<file path="config.mk">
export PLATFORM = sky130hd
export DESIGN_NAME = determinant_4x4
export DESIGN_NICKNAME = d
export VERILOG_FILES = /design/src/det4_pkg.sv /design/src/det4_mac.sv /design/src/determinant_4x4.sv
export VERILOG_INCLUDE_DIRS = /design/src /design/src/src
export SDC_FILE = /design/constraint.sdc
export NUM_CORES = 2
export LEC_CHECK = 0
export ABC_CLOCK_PERIOD_IN_PS = 19500
export BUFFER_PORTS_ARGS = -buffer_cell sky130_fd_sc_hd__buf_2
export CELL_PAD_IN_SITES_DETAIL_PLACEMENT = 1
export CELL_PAD_IN_SITES_GLOBAL_PLACEMENT = 1
export CORE_AREA = 2 2 376 378
export DETAILED_ROUTE_END_ITERATION = 16
export DIE_AREA = 0 0 378 380
export PLACE_DENSITY_LB_ADDON = 0.05
export RECOVER_POWER = 25
export SYNTH_ARGS = -nofsm -noshare
export SYNTH_HDL_FRONTEND = slang
export SYNTH_HIERARCHICAL = 1
export SYNTH_SLANG_ARGS = --single-unit
</file>
<file path="constraint.sdc">
create_clock -name clock -period 19.5 [get_ports clock]
set_clock_uncertainty 0.1 [all_clocks]
set_input_delay 4.875 -clock clock [delete_from_list [all_inputs] [get_ports clock]]
set_output_delay 4.875 -clock clock [all_outputs]
set_load 0.05 [all_outputs]
</file>
<file path="src/determinant_4x4_macros.svh">
// assertion macros shared by the determinant block
`ifndef DETERMINANT_4X4_MACROS_SVH
`define DETERMINANT_4X4_MACROS_SVH

`ifndef NO_ASSERTIONS

// same-cycle implication
`define DET4_ASSERT_IMPL(name, clk, rst, ante, cons) \
   name: assert property (@(posedge clk) disable iff (rst) (ante) |-> (cons)) \
      else $error("%m: implication check failed");

// next-cycle implication
`define DET4_ASSERT_NEXT(name, clk, rst, ante, cons) \
   name: assert property (@(posedge clk) disable iff (rst) (ante) |=> (cons)) \
      else $error("%m: next-cycle check failed");

`else

`define DET4_ASSERT_IMPL(name, clk, rst, ante, cons)
`define DET4_ASSERT_NEXT(name, clk, rst, ante, cons)

`endif

`endif

</file>
<file path="src/det4_pkg.sv">
`default_nettype none

package det4_pkg;

   // element and result widths
   localparam int ELEMENT_WIDTH = 14;
   localparam int DET_WIDTH     = 58;

   // intermediate widths: 2x2 and 3x3 minors (one scratch width), product, accumulator
   localparam int TMP_WIDTH  = 3 * ELEMENT_WIDTH + 1;
   localparam int PROD_WIDTH = ELEMENT_WIDTH + TMP_WIDTH;
   localparam int ACC_WIDTH  = 4 * ELEMENT_WIDTH + 2;

   // matrix store and scratch registers
   localparam int NUM_ELEMENTS  = 16;
   localparam int ADDR_WIDTH    = $clog2(NUM_ELEMENTS);
   localparam int NUM_TMPS      = 10;
   localparam int TMP_IDX_WIDTH = $clog2(NUM_TMPS);

   // microcode length
   localparam int NUM_STEPS  = 28;
   localparam int STEP_WIDTH = $clog2(NUM_STEPS);

   // control for the shared multiply-accumulate unit
   typedef struct packed {
      logic valid;
      logic first;
      logic subtract;
   } mac_ctl_type;

   // one microcode step
   typedef struct packed {
      logic                     valid;
      logic [ADDR_WIDTH-1:0]    x_addr;
      logic [ADDR_WIDTH-1:0]    y_addr;
      logic                     y_tmp;
      logic                     subtract;
      logic                     first;
      logic                     last;
      logic [TMP_IDX_WIDTH-1:0] dest;
      logic                     finish;
   } step_ctl_type;

   function automatic step_ctl_type make_step(input int x, input int y, input logic y_tmp,
                                              input logic sub, input logic first,
                                              input logic last, input int dest,
                                              input logic finish);
      step_ctl_type s;
      s.valid    = 1'b1;
      s.x_addr   = ADDR_WIDTH'(x);
      s.y_addr   = ADDR_WIDTH'(y);
      s.y_tmp    = y_tmp;
      s.subtract = sub;
      s.first    = first;
      s.last     = last;
      s.dest     = TMP_IDX_WIDTH'(dest);
      s.finish   = finish;
      return s;
   endfunction

   // schedule: six 2x2 minors of rows 2..3 (scratch 0..5: cols 01 02 03 12 13 23),
   // four 3x3 minors of rows 1..3 (scratch 6..9: skipped column 3 2 1 0),
   // then the expansion along row 0; each minor is read at least three
   // steps after the step that finishes it
   function automatic step_ctl_type step_code(input logic [STEP_WIDTH-1:0] step);
      step_ctl_type s;
      s = '0;
      unique case (step)
         // 2x2 minors: a2q*a3r - a2r*a3q
         5'd0:  s = make_step( 8, 13, 1'b0, 1'b0, 1'b1, 1'b0, 0, 1'b0);
         5'd1:  s = make_step( 9, 12, 1'b0, 1'b1, 1'b0, 1'b1, 0, 1'b0);
         5'd2:  s = make_step( 8, 14, 1'b0, 1'b0, 1'b1, 1'b0, 1, 1'b0);
         5'd3:  s = make_step(10, 12, 1'b0, 1'b1, 1'b0, 1'b1, 1, 1'b0);
         5'd4:  s = make_step( 8, 15, 1'b0, 1'b0, 1'b1, 1'b0, 2, 1'b0);
         5'd5:  s = make_step(11, 12, 1'b0, 1'b1, 1'b0, 1'b1, 2, 1'b0);
         5'd6:  s = make_step( 9, 14, 1'b0, 1'b0, 1'b1, 1'b0, 3, 1'b0);
         5'd7:  s = make_step(10, 13, 1'b0, 1'b1, 1'b0, 1'b1, 3, 1'b0);
         5'd8:  s = make_step( 9, 15, 1'b0, 1'b0, 1'b1, 1'b0, 4, 1'b0);
         5'd9:  s = make_step(11, 13, 1'b0, 1'b1, 1'b0, 1'b1, 4, 1'b0);
         5'd10: s = make_step(10, 15, 1'b0, 1'b0, 1'b1, 1'b0, 5, 1'b0);
         5'd11: s = make_step(11, 14, 1'b0, 1'b1, 1'b0, 1'b1, 5, 1'b0);
         // minor without column 3: a10*s12 - a11*s02 + a12*s01
         5'd12: s = make_step( 4, 3, 1'b1, 1'b0, 1'b1, 1'b0, 6, 1'b0);
         5'd13: s = make_step( 5, 1, 1'b1, 1'b1, 1'b0, 1'b0, 6, 1'b0);
         5'd14: s = make_step( 6, 0, 1'b1, 1'b0, 1'b0, 1'b1, 6, 1'b0);
         // minor without column 2: a10*s13 - a11*s03 + a13*s01
         5'd15: s = make_step( 4, 4, 1'b1, 1'b0, 1'b1, 1'b0, 7, 1'b0);
         5'd16: s = make_step( 5, 2, 1'b1, 1'b1, 1'b0, 1'b0, 7, 1'b0);
         5'd17: s = make_step( 7, 0, 1'b1, 1'b0, 1'b0, 1'b1, 7, 1'b0);
         // minor without column 1: a10*s23 - a12*s03 + a13*s02
         5'd18: s = make_step( 4, 5, 1'b1, 1'b0, 1'b1, 1'b0, 8, 1'b0);
         5'd19: s = make_step( 6, 2, 1'b1, 1'b1, 1'b0, 1'b0, 8, 1'b0);
         5'd20: s = make_step( 7, 1, 1'b1, 1'b0, 1'b0, 1'b1, 8, 1'b0);
         // minor without column 0: a11*s23 - a12*s13 + a13*s12
         5'd21: s = make_step( 5, 5, 1'b1, 1'b0, 1'b1, 1'b0, 9, 1'b0);
         5'd22: s = make_step( 6, 4, 1'b1, 1'b1, 1'b0, 1'b0, 9, 1'b0);
         5'd23: s = make_step( 7, 3, 1'b1, 1'b0, 1'b0, 1'b1, 9, 1'b0);
         // expansion along row 0 with alternating signs
         5'd24: s = make_step( 3, 6, 1'b1, 1'b1, 1'b1, 1'b0, 0, 1'b0);
         5'd25: s = make_step( 2, 7, 1'b1, 1'b0, 1'b0, 1'b0, 0, 1'b0);
         5'd26: s = make_step( 1, 8, 1'b1, 1'b1, 1'b0, 1'b0, 0, 1'b0);
         5'd27: s = make_step( 0, 9, 1'b1, 1'b0, 1'b0, 1'b1, 0, 1'b1);
         default: s = '0;
      endcase
      return s;
   endfunction

endpackage

`default_nettype wire

</file>
<file path="src/det4_mac.sv">
`default_nettype none

module det4_mac
   import det4_pkg::*;
(
   input  wire logic                         clock,
   input  wire logic                         reset,
   input  wire logic signed [ELEMENT_WIDTH-1:0] x,
   input  wire logic signed [TMP_WIDTH-1:0]  y,
   input  wire mac_ctl_type                  ctl,
   output logic signed [ACC_WIDTH-1:0]       acc
);

   logic signed [PROD_WIDTH-1:0] prod_ff;
   logic signed [PROD_WIDTH-1:0] prod_in;
   mac_ctl_type                  ctl_ff;
   logic signed [ACC_WIDTH-1:0]  acc_ff;
   logic signed [ACC_WIDTH-1:0]  acc_in;
   logic signed [ACC_WIDTH-1:0]  base;
   logic signed [ACC_WIDTH-1:0]  prod_ext;

   // full-width signed product
   assign prod_in = PROD_WIDTH'(x) * PROD_WIDTH'(y);

   // accumulate or restart
   always_comb begin
      prod_ext = ACC_WIDTH'(prod_ff);
      base     = ctl_ff.first ? '0 : acc_ff;
      acc_in   = ctl_ff.subtract ? (base - prod_ext) : (base + prod_ext);
   end

   // control stage
   always_ff @(posedge clock) begin
      if (reset) begin
         ctl_ff <= '0;
      end else begin
         ctl_ff <= ctl;
      end
   end

   // product and accumulator registers
   always_ff @(posedge clock) begin
      prod_ff <= prod_in;
      if (ctl_ff.valid) begin
         acc_ff <= acc_in;
      end
   end

   assign acc = acc_ff;

endmodule

`default_nettype wire

</file>
<file path="src/determinant_4x4.sv">
`default_nettype none

// Exact 4x4 integer determinant. Sixteen signed elements are taken in
// row-major order, one per cycle while req_stall is low, and kept in a
// store with one write and two read ports. The accepted sixteenth element
// starts a 28-step microcode run on one shared multiply-accumulate unit:
// six 2x2 minors, four 3x3 minors, then the cofactor expansion along row 0.
// req_stall stays high through the run until the determinant is written,
// and the single multiplier does one product per cycle of the run. The result
// waits in an output register; elements of the next matrix are taken while
// it waits, and only the closing element stalls until it has been taken.
// Only the low ELEMENT_WIDTH bits of each element are used, sign-extended.

`include "determinant_4x4_macros.svh"

module determinant_4x4
   import det4_pkg::*;
(
   input  wire logic                  clock,
   input  wire logic                  reset,
   input  wire logic                  req_valid,
   output logic                       req_stall,
   input  wire logic signed [13:0]    req_element_value,
   output logic                       rsp_valid,
   input  wire logic                  rsp_stall,
   output logic signed [DET_WIDTH-1:0] rsp_determinant
);

   // sequencer states
   localparam logic [1:0] ST_LOAD  = 2'd0;
   localparam logic [1:0] ST_RUN   = 2'd1;
   localparam logic [1:0] ST_DRAIN = 2'd2;

   localparam logic [ADDR_WIDTH-1:0] LAST_INDEX = ADDR_WIDTH'(NUM_ELEMENTS - 1);
   localparam logic [STEP_WIDTH-1:0] LAST_STEP  = STEP_WIDTH'(NUM_STEPS - 1);

   logic [1:0]                   state_ff, state_in;
   logic [ADDR_WIDTH-1:0]        count_ff, count_in;
   logic [STEP_WIDTH-1:0]        step_ff, step_in;
   step_ctl_type                 code;
   step_ctl_type                 ctl1_ff, ctl1_in;
   step_ctl_type                 ctl2_ff;
   step_ctl_type                 ctl3_ff;
   logic                         rsp_valid_ff, rsp_valid_in;
   logic signed [DET_WIDTH-1:0]  rsp_det_ff;
   logic                         accept;

   logic signed [ELEMENT_WIDTH-1:0] matrix_mem [NUM_ELEMENTS];
   logic signed [ELEMENT_WIDTH-1:0] rd_x_ff;
   logic signed [ELEMENT_WIDTH-1:0] rd_y_ff;
   logic signed [TMP_WIDTH-1:0]     tmp_ff [NUM_TMPS];

   logic signed [TMP_WIDTH-1:0]  mac_y;
   mac_ctl_type                  mac_ctl;
   logic signed [ACC_WIDTH-1:0]  acc;

   // input handshake
   assign req_stall = (state_ff != ST_LOAD) || ((count_ff == LAST_INDEX) && rsp_valid_ff);
   assign accept    = req_valid && !req_stall;

   // current microcode word
   assign code = step_code(step_ff);

   // sequencer
   always_comb begin
      state_in = state_ff;
      count_in = count_ff;
      step_in  = step_ff;
      ctl1_in  = '0;
      unique case (state_ff)
         ST_LOAD: begin
            if (accept) begin
               count_in = count_ff + 1'b1;
               if (count_ff == LAST_INDEX) begin
                  state_in = ST_RUN;
                  step_in  = '0;
               end
            end
         end
         ST_RUN: begin
            ctl1_in = code;
            step_in = step_ff + 1'b1;
            if (step_ff == LAST_STEP) begin
               state_in = ST_DRAIN;
            end
         end
         ST_DRAIN: begin
            if (ctl3_ff.valid && ctl3_ff.finish) begin
               state_in = ST_LOAD;
            end
         end
         default: state_in = ST_LOAD;
      endcase
   end

   // result register next value
   always_comb begin
      rsp_valid_in = rsp_valid_ff;
      if (rsp_valid_ff && !rsp_stall) begin
         rsp_valid_in = 1'b0;
      end
      if (ctl3_ff.valid && ctl3_ff.finish) begin
         rsp_valid_in = 1'b1;
      end
   end

   // control registers
   always_ff @(posedge clock) begin
      if (reset) begin
         state_ff     <= ST_LOAD;
         count_ff     <= '0;
         step_ff      <= '0;
         ctl1_ff      <= '0;
         ctl2_ff      <= '0;
         ctl3_ff      <= '0;
         rsp_valid_ff <= 1'b0;
      end else begin
         state_ff     <= state_in;
         count_ff     <= count_in;
         step_ff      <= step_in;
         ctl1_ff      <= ctl1_in;
         ctl2_ff      <= ctl1_ff;
         ctl3_ff      <= ctl2_ff;
         rsp_valid_ff <= rsp_valid_in;
      end
   end

   // matrix store: one write port, two registered read ports
   always_ff @(posedge clock) begin
      if (accept) begin
         matrix_mem[count_ff] <= req_element_value[ELEMENT_WIDTH-1:0];
      end
      rd_x_ff <= matrix_mem[code.x_addr];
      rd_y_ff <= matrix_mem[code.y_addr];
   end

   // second operand: scratch minor or matrix element
   always_comb begin
      mac_y            = ctl1_ff.y_tmp ? tmp_ff[ctl1_ff.y_addr[TMP_IDX_WIDTH-1:0]]
                                       : TMP_WIDTH'(rd_y_ff);
      mac_ctl.valid    = ctl1_ff.valid;
      mac_ctl.first    = ctl1_ff.first;
      mac_ctl.subtract = ctl1_ff.subtract;
   end

   det4_mac u_mac (
      .clock (clock),
      .reset (reset),
      .x     (rd_x_ff),
      .y     (mac_y),
      .ctl   (mac_ctl),
      .acc   (acc)
   );

   // write back finished minors and the determinant
   always_ff @(posedge clock) begin
      if (ctl3_ff.valid && ctl3_ff.last) begin
         if (ctl3_ff.finish) begin
            rsp_det_ff <= DET_WIDTH'(acc);
         end else begin
            tmp_ff[ctl3_ff.dest] <= acc[TMP_WIDTH-1:0];
         end
      end
   end

   assign rsp_valid       = rsp_valid_ff;
   assign rsp_determinant = rsp_det_ff;

   // checks
   `DET4_ASSERT_IMPL(a_result_slot_free, clock, reset,
                     ctl3_ff.valid && ctl3_ff.finish, !rsp_valid_ff)
   `DET4_ASSERT_NEXT(a_result_follows_finish, clock, reset,
                     ctl3_ff.valid && ctl3_ff.finish, rsp_valid_ff)
   `DET4_ASSERT_NEXT(a_run_after_last_element, clock, reset,
                     accept && (count_ff == LAST_INDEX), state_ff == ST_RUN)
   `DET4_ASSERT_IMPL(a_count_wrapped_in_run, clock, reset,
                     state_ff != ST_LOAD, count_ff == '0)

endmodule

`default_nettype wire
</file>
==> summary.txt <==
Worst EP arrival: 10.40 ns
max cap viols: 0
vias in the first global route: 40300
Avg Cell Area, Syn: 12.6 um^2
max incr delay on CP: 0.90 ns
synth top area cells: edfxtp_1 (39%), fa_1 (18%), mux4_2 (8.5%), dfxtp_1 (4.9%), ha_1 (4.1%)
# DRC: 0
Slew Limit Fails: 0
Via density: 5.40
Place WS: 9.54 ns
Slew @ Worst Pin: 1.14 ns
initial antenna violation count: 7
Tot Pwr: 4.06 mW
fin nets: 5468
Buf+Inv Stages, Crit Path: 5
Critical Path RT: 19.94 ns
post-synthesis cell count: 4717
Final HPWL DP: 117 mm
Hold Crit Class: register to register
CP max stage cell: dfxtp_4
core area: 0.139 mm^2
Fill cells: 14400
Hold Vio Cnt, Final: 0
total negative setup slack: 0 ns
P&R area growth vs syn: 9.44%
Fmax: 100 MHz
post-cts resize count: 0
H-tree Lvls: 3
largest net degree at the start of global routing: 89
CP top delay family: adder cells
RSZ-0062 raised after global routing: no
Die X: 378 um
P_leak: 25.1 nW
Skew-Pair Late Insertion Delay: 0.74 ns
synth warn: 6
Clock Tree Buf Depth: 3
sequential share of the synthesized area: 43.7%
share of layout cells above drive strength 1: 13.0%
Worst VDD drop: 0.0760 mV
# IOs: 78
first-pass GRT wire length: 253 mm
TritonCTS buffer count: 100
Cell Rows: 137
cell accounting for the most synthesized area: edfxtp_1
Yosys top cell area share: 38.8%
DR pass1 iterations: 7
critical path startpoint category: register
Worst Path Max Fanout: 88
RD Place Congestion: 0.831
WL final: 166 mm
average wire per standard cell: 24.8 um
Die Footprint: 0.144 mm^2
Synth Register Bits: 916
Root Buffer: clkbuf_16
ys flop type: edfxtp_1
number of synthesized flops with an enable pin: 770
Netlist cell types: 98
Register Area: 0.0261 mm^2
Final setup violation count: 0
Netlist Area Pre-Place: 0.0596 mm^2
status: finished clean
WS Path Type: register to register
Final period util: 51.1%
Synth async-reset ratio: 0%
syn_nets: 5474
Hold Buf Count CTS: 0
Hold WS: 0.326 ns
initial core utilization: 42.8%
Final Critical Period: 9.97 ns
Pwr Density: 62.2 mW/mm^2
initial drt markers: 1987
CP Capture Type: register
Multi-input gate area: 0.0305 mm^2
Slew Limit Headroom: 24.2%
die height: 380 um
CTS tree: done
most used cell, CP: fa_1
TritonCTS Sinks: 916
routed via count: 36000
fin util: 46.9%
Antenna Nets Post-Route: 0
PnR worst setup slack: 9.53 ns
# port buffers: 77
gr ovfl total: 0
Global Route Usage Sum: 23.6%
postcts setup bufs: 0
clock transition at the registers of the reported paths: 0.06 ns
## state kept, by name (all words and copies together), names as in the netlist, 3 cells and up, named ones only
signal	cells
ctl1_ff	10
rsp_determinant	58
u_mac/prod_ff	57
step_ff	5
code	18
tmp_ff	430
count_ff	4
u_mac/acc	58
ctl2_ff	7
rd_y_ff	14
u_mac/ctl_ff	3
ctl3_ff	7
matrix_mem	224
rd_x_ff	14
## power by group
group	internal, mW	switching, mW
logic	0.0149	0.0252
clock network	1.09	0.818
registers	2.11	0.00380
## per-layer routing
metal	part of all wire [%]	global-route usage [%]	up-vias
met5	0.025	0	-
met4	3.7	8.14	8
met3	2.8	2.50	238
met2	50	40.2	597
met1	44	31.3	19000
li1	-	-	16200
## placed cells by master, fill, tap and decap left out, types with 14 or more instances in the layout
cell	n
nand4_1	20
mux2i_1	55
xor2_1	47
ha_1	195
buf_4	55
mux2_2	45
a31oi_1	22
mux4_2	226
and3_1	16
a21oi_1	170
fa_1	544
xnor2_1	127
a21o_1	69
nor3_1	27
clkbuf_16	102
a211oi_1	22
nor2_1	170
clkinv_2	14
o21bai_1	21
nand3_1	23
inv_1	584
edfxtp_1	770
dfxtp_1	128
nand2b_1	35
o31ai_1	14
clkinv_1	20
and2_1	258
nor2b_1	108
o21ai_0	68
clkbuf_1	29
buf_2	77
o211ai_1	40
nand2_1	482
## per-stage QoR
stage          cell area [um^2]  instances
4_1_cts                   65300       6674
6_report                  65300       6676
2_1_floorplan             59600       4717
5_1_grt                   65300       6674
3_5_place_dp              62000       6485
3_3_place_gp              62000       6485
## final cells by class
class	instances	share of cell area [%]
clock buffer	134	4.13
clock inverter	55	0.932
multi-input combinational	2972	46.7
timing repair buffer	133	1.25
antenna	2	0.00767
tap	1876	3.60
sequential	916	40.0
inverter	588	3.38
## path summary, 6_finish.rpt
| kind | start | end | slack (ns) | depth (start not counted) |
|---|---|---|---|---|
| max reg2reg | register | u_mac/prod_ff[42]$_DFF_P_ | 9.53 | 27 |
| max | register | u_mac/prod_ff[42]$_DFF_P_ | 9.53 | 27 |
| min | code[3]$_DFF_P_ | ctl1_ff[3]$_SDFF_PP0_ | 0.33 | 1 |
| min reg2reg | code[3]$_DFF_P_ | ctl1_ff[3]$_SDFF_PP0_ | 0.33 | 1 |
## cells by family after synthesis
group           share of synthesized area [%]
compound gates                           5.72
simple gates                             10.1
mux                                      10.3
fa+ha+maj                                22.4
flops                                    43.7
xor+xnor                                 2.56
buf+inv                                  5.33
## cells in the mapped netlist, types with 45 or more instances
| master | number |
|---|---|
| edfxtp_1 | 770 |
| inv_1 | 584 |
| fa_1 | 544 |
| nand2_1 | 482 |
| and2_1 | 258 |
| mux4_2 | 226 |
| ha_1 | 195 |
| clkbuf_1 | 182 |
| nor2_1 | 177 |
| a21oi_1 | 170 |
| dfxtp_1 | 146 |
| xnor2_1 | 127 |
| nor2b_1 | 108 |
| a21o_1 | 69 |
| o21ai_0 | 68 |
| mux2i_1 | 55 |
| xor2_1 | 47 |
| mux2_2 | 45 |
Note: power is estimated with default switching activity, not from simulation.
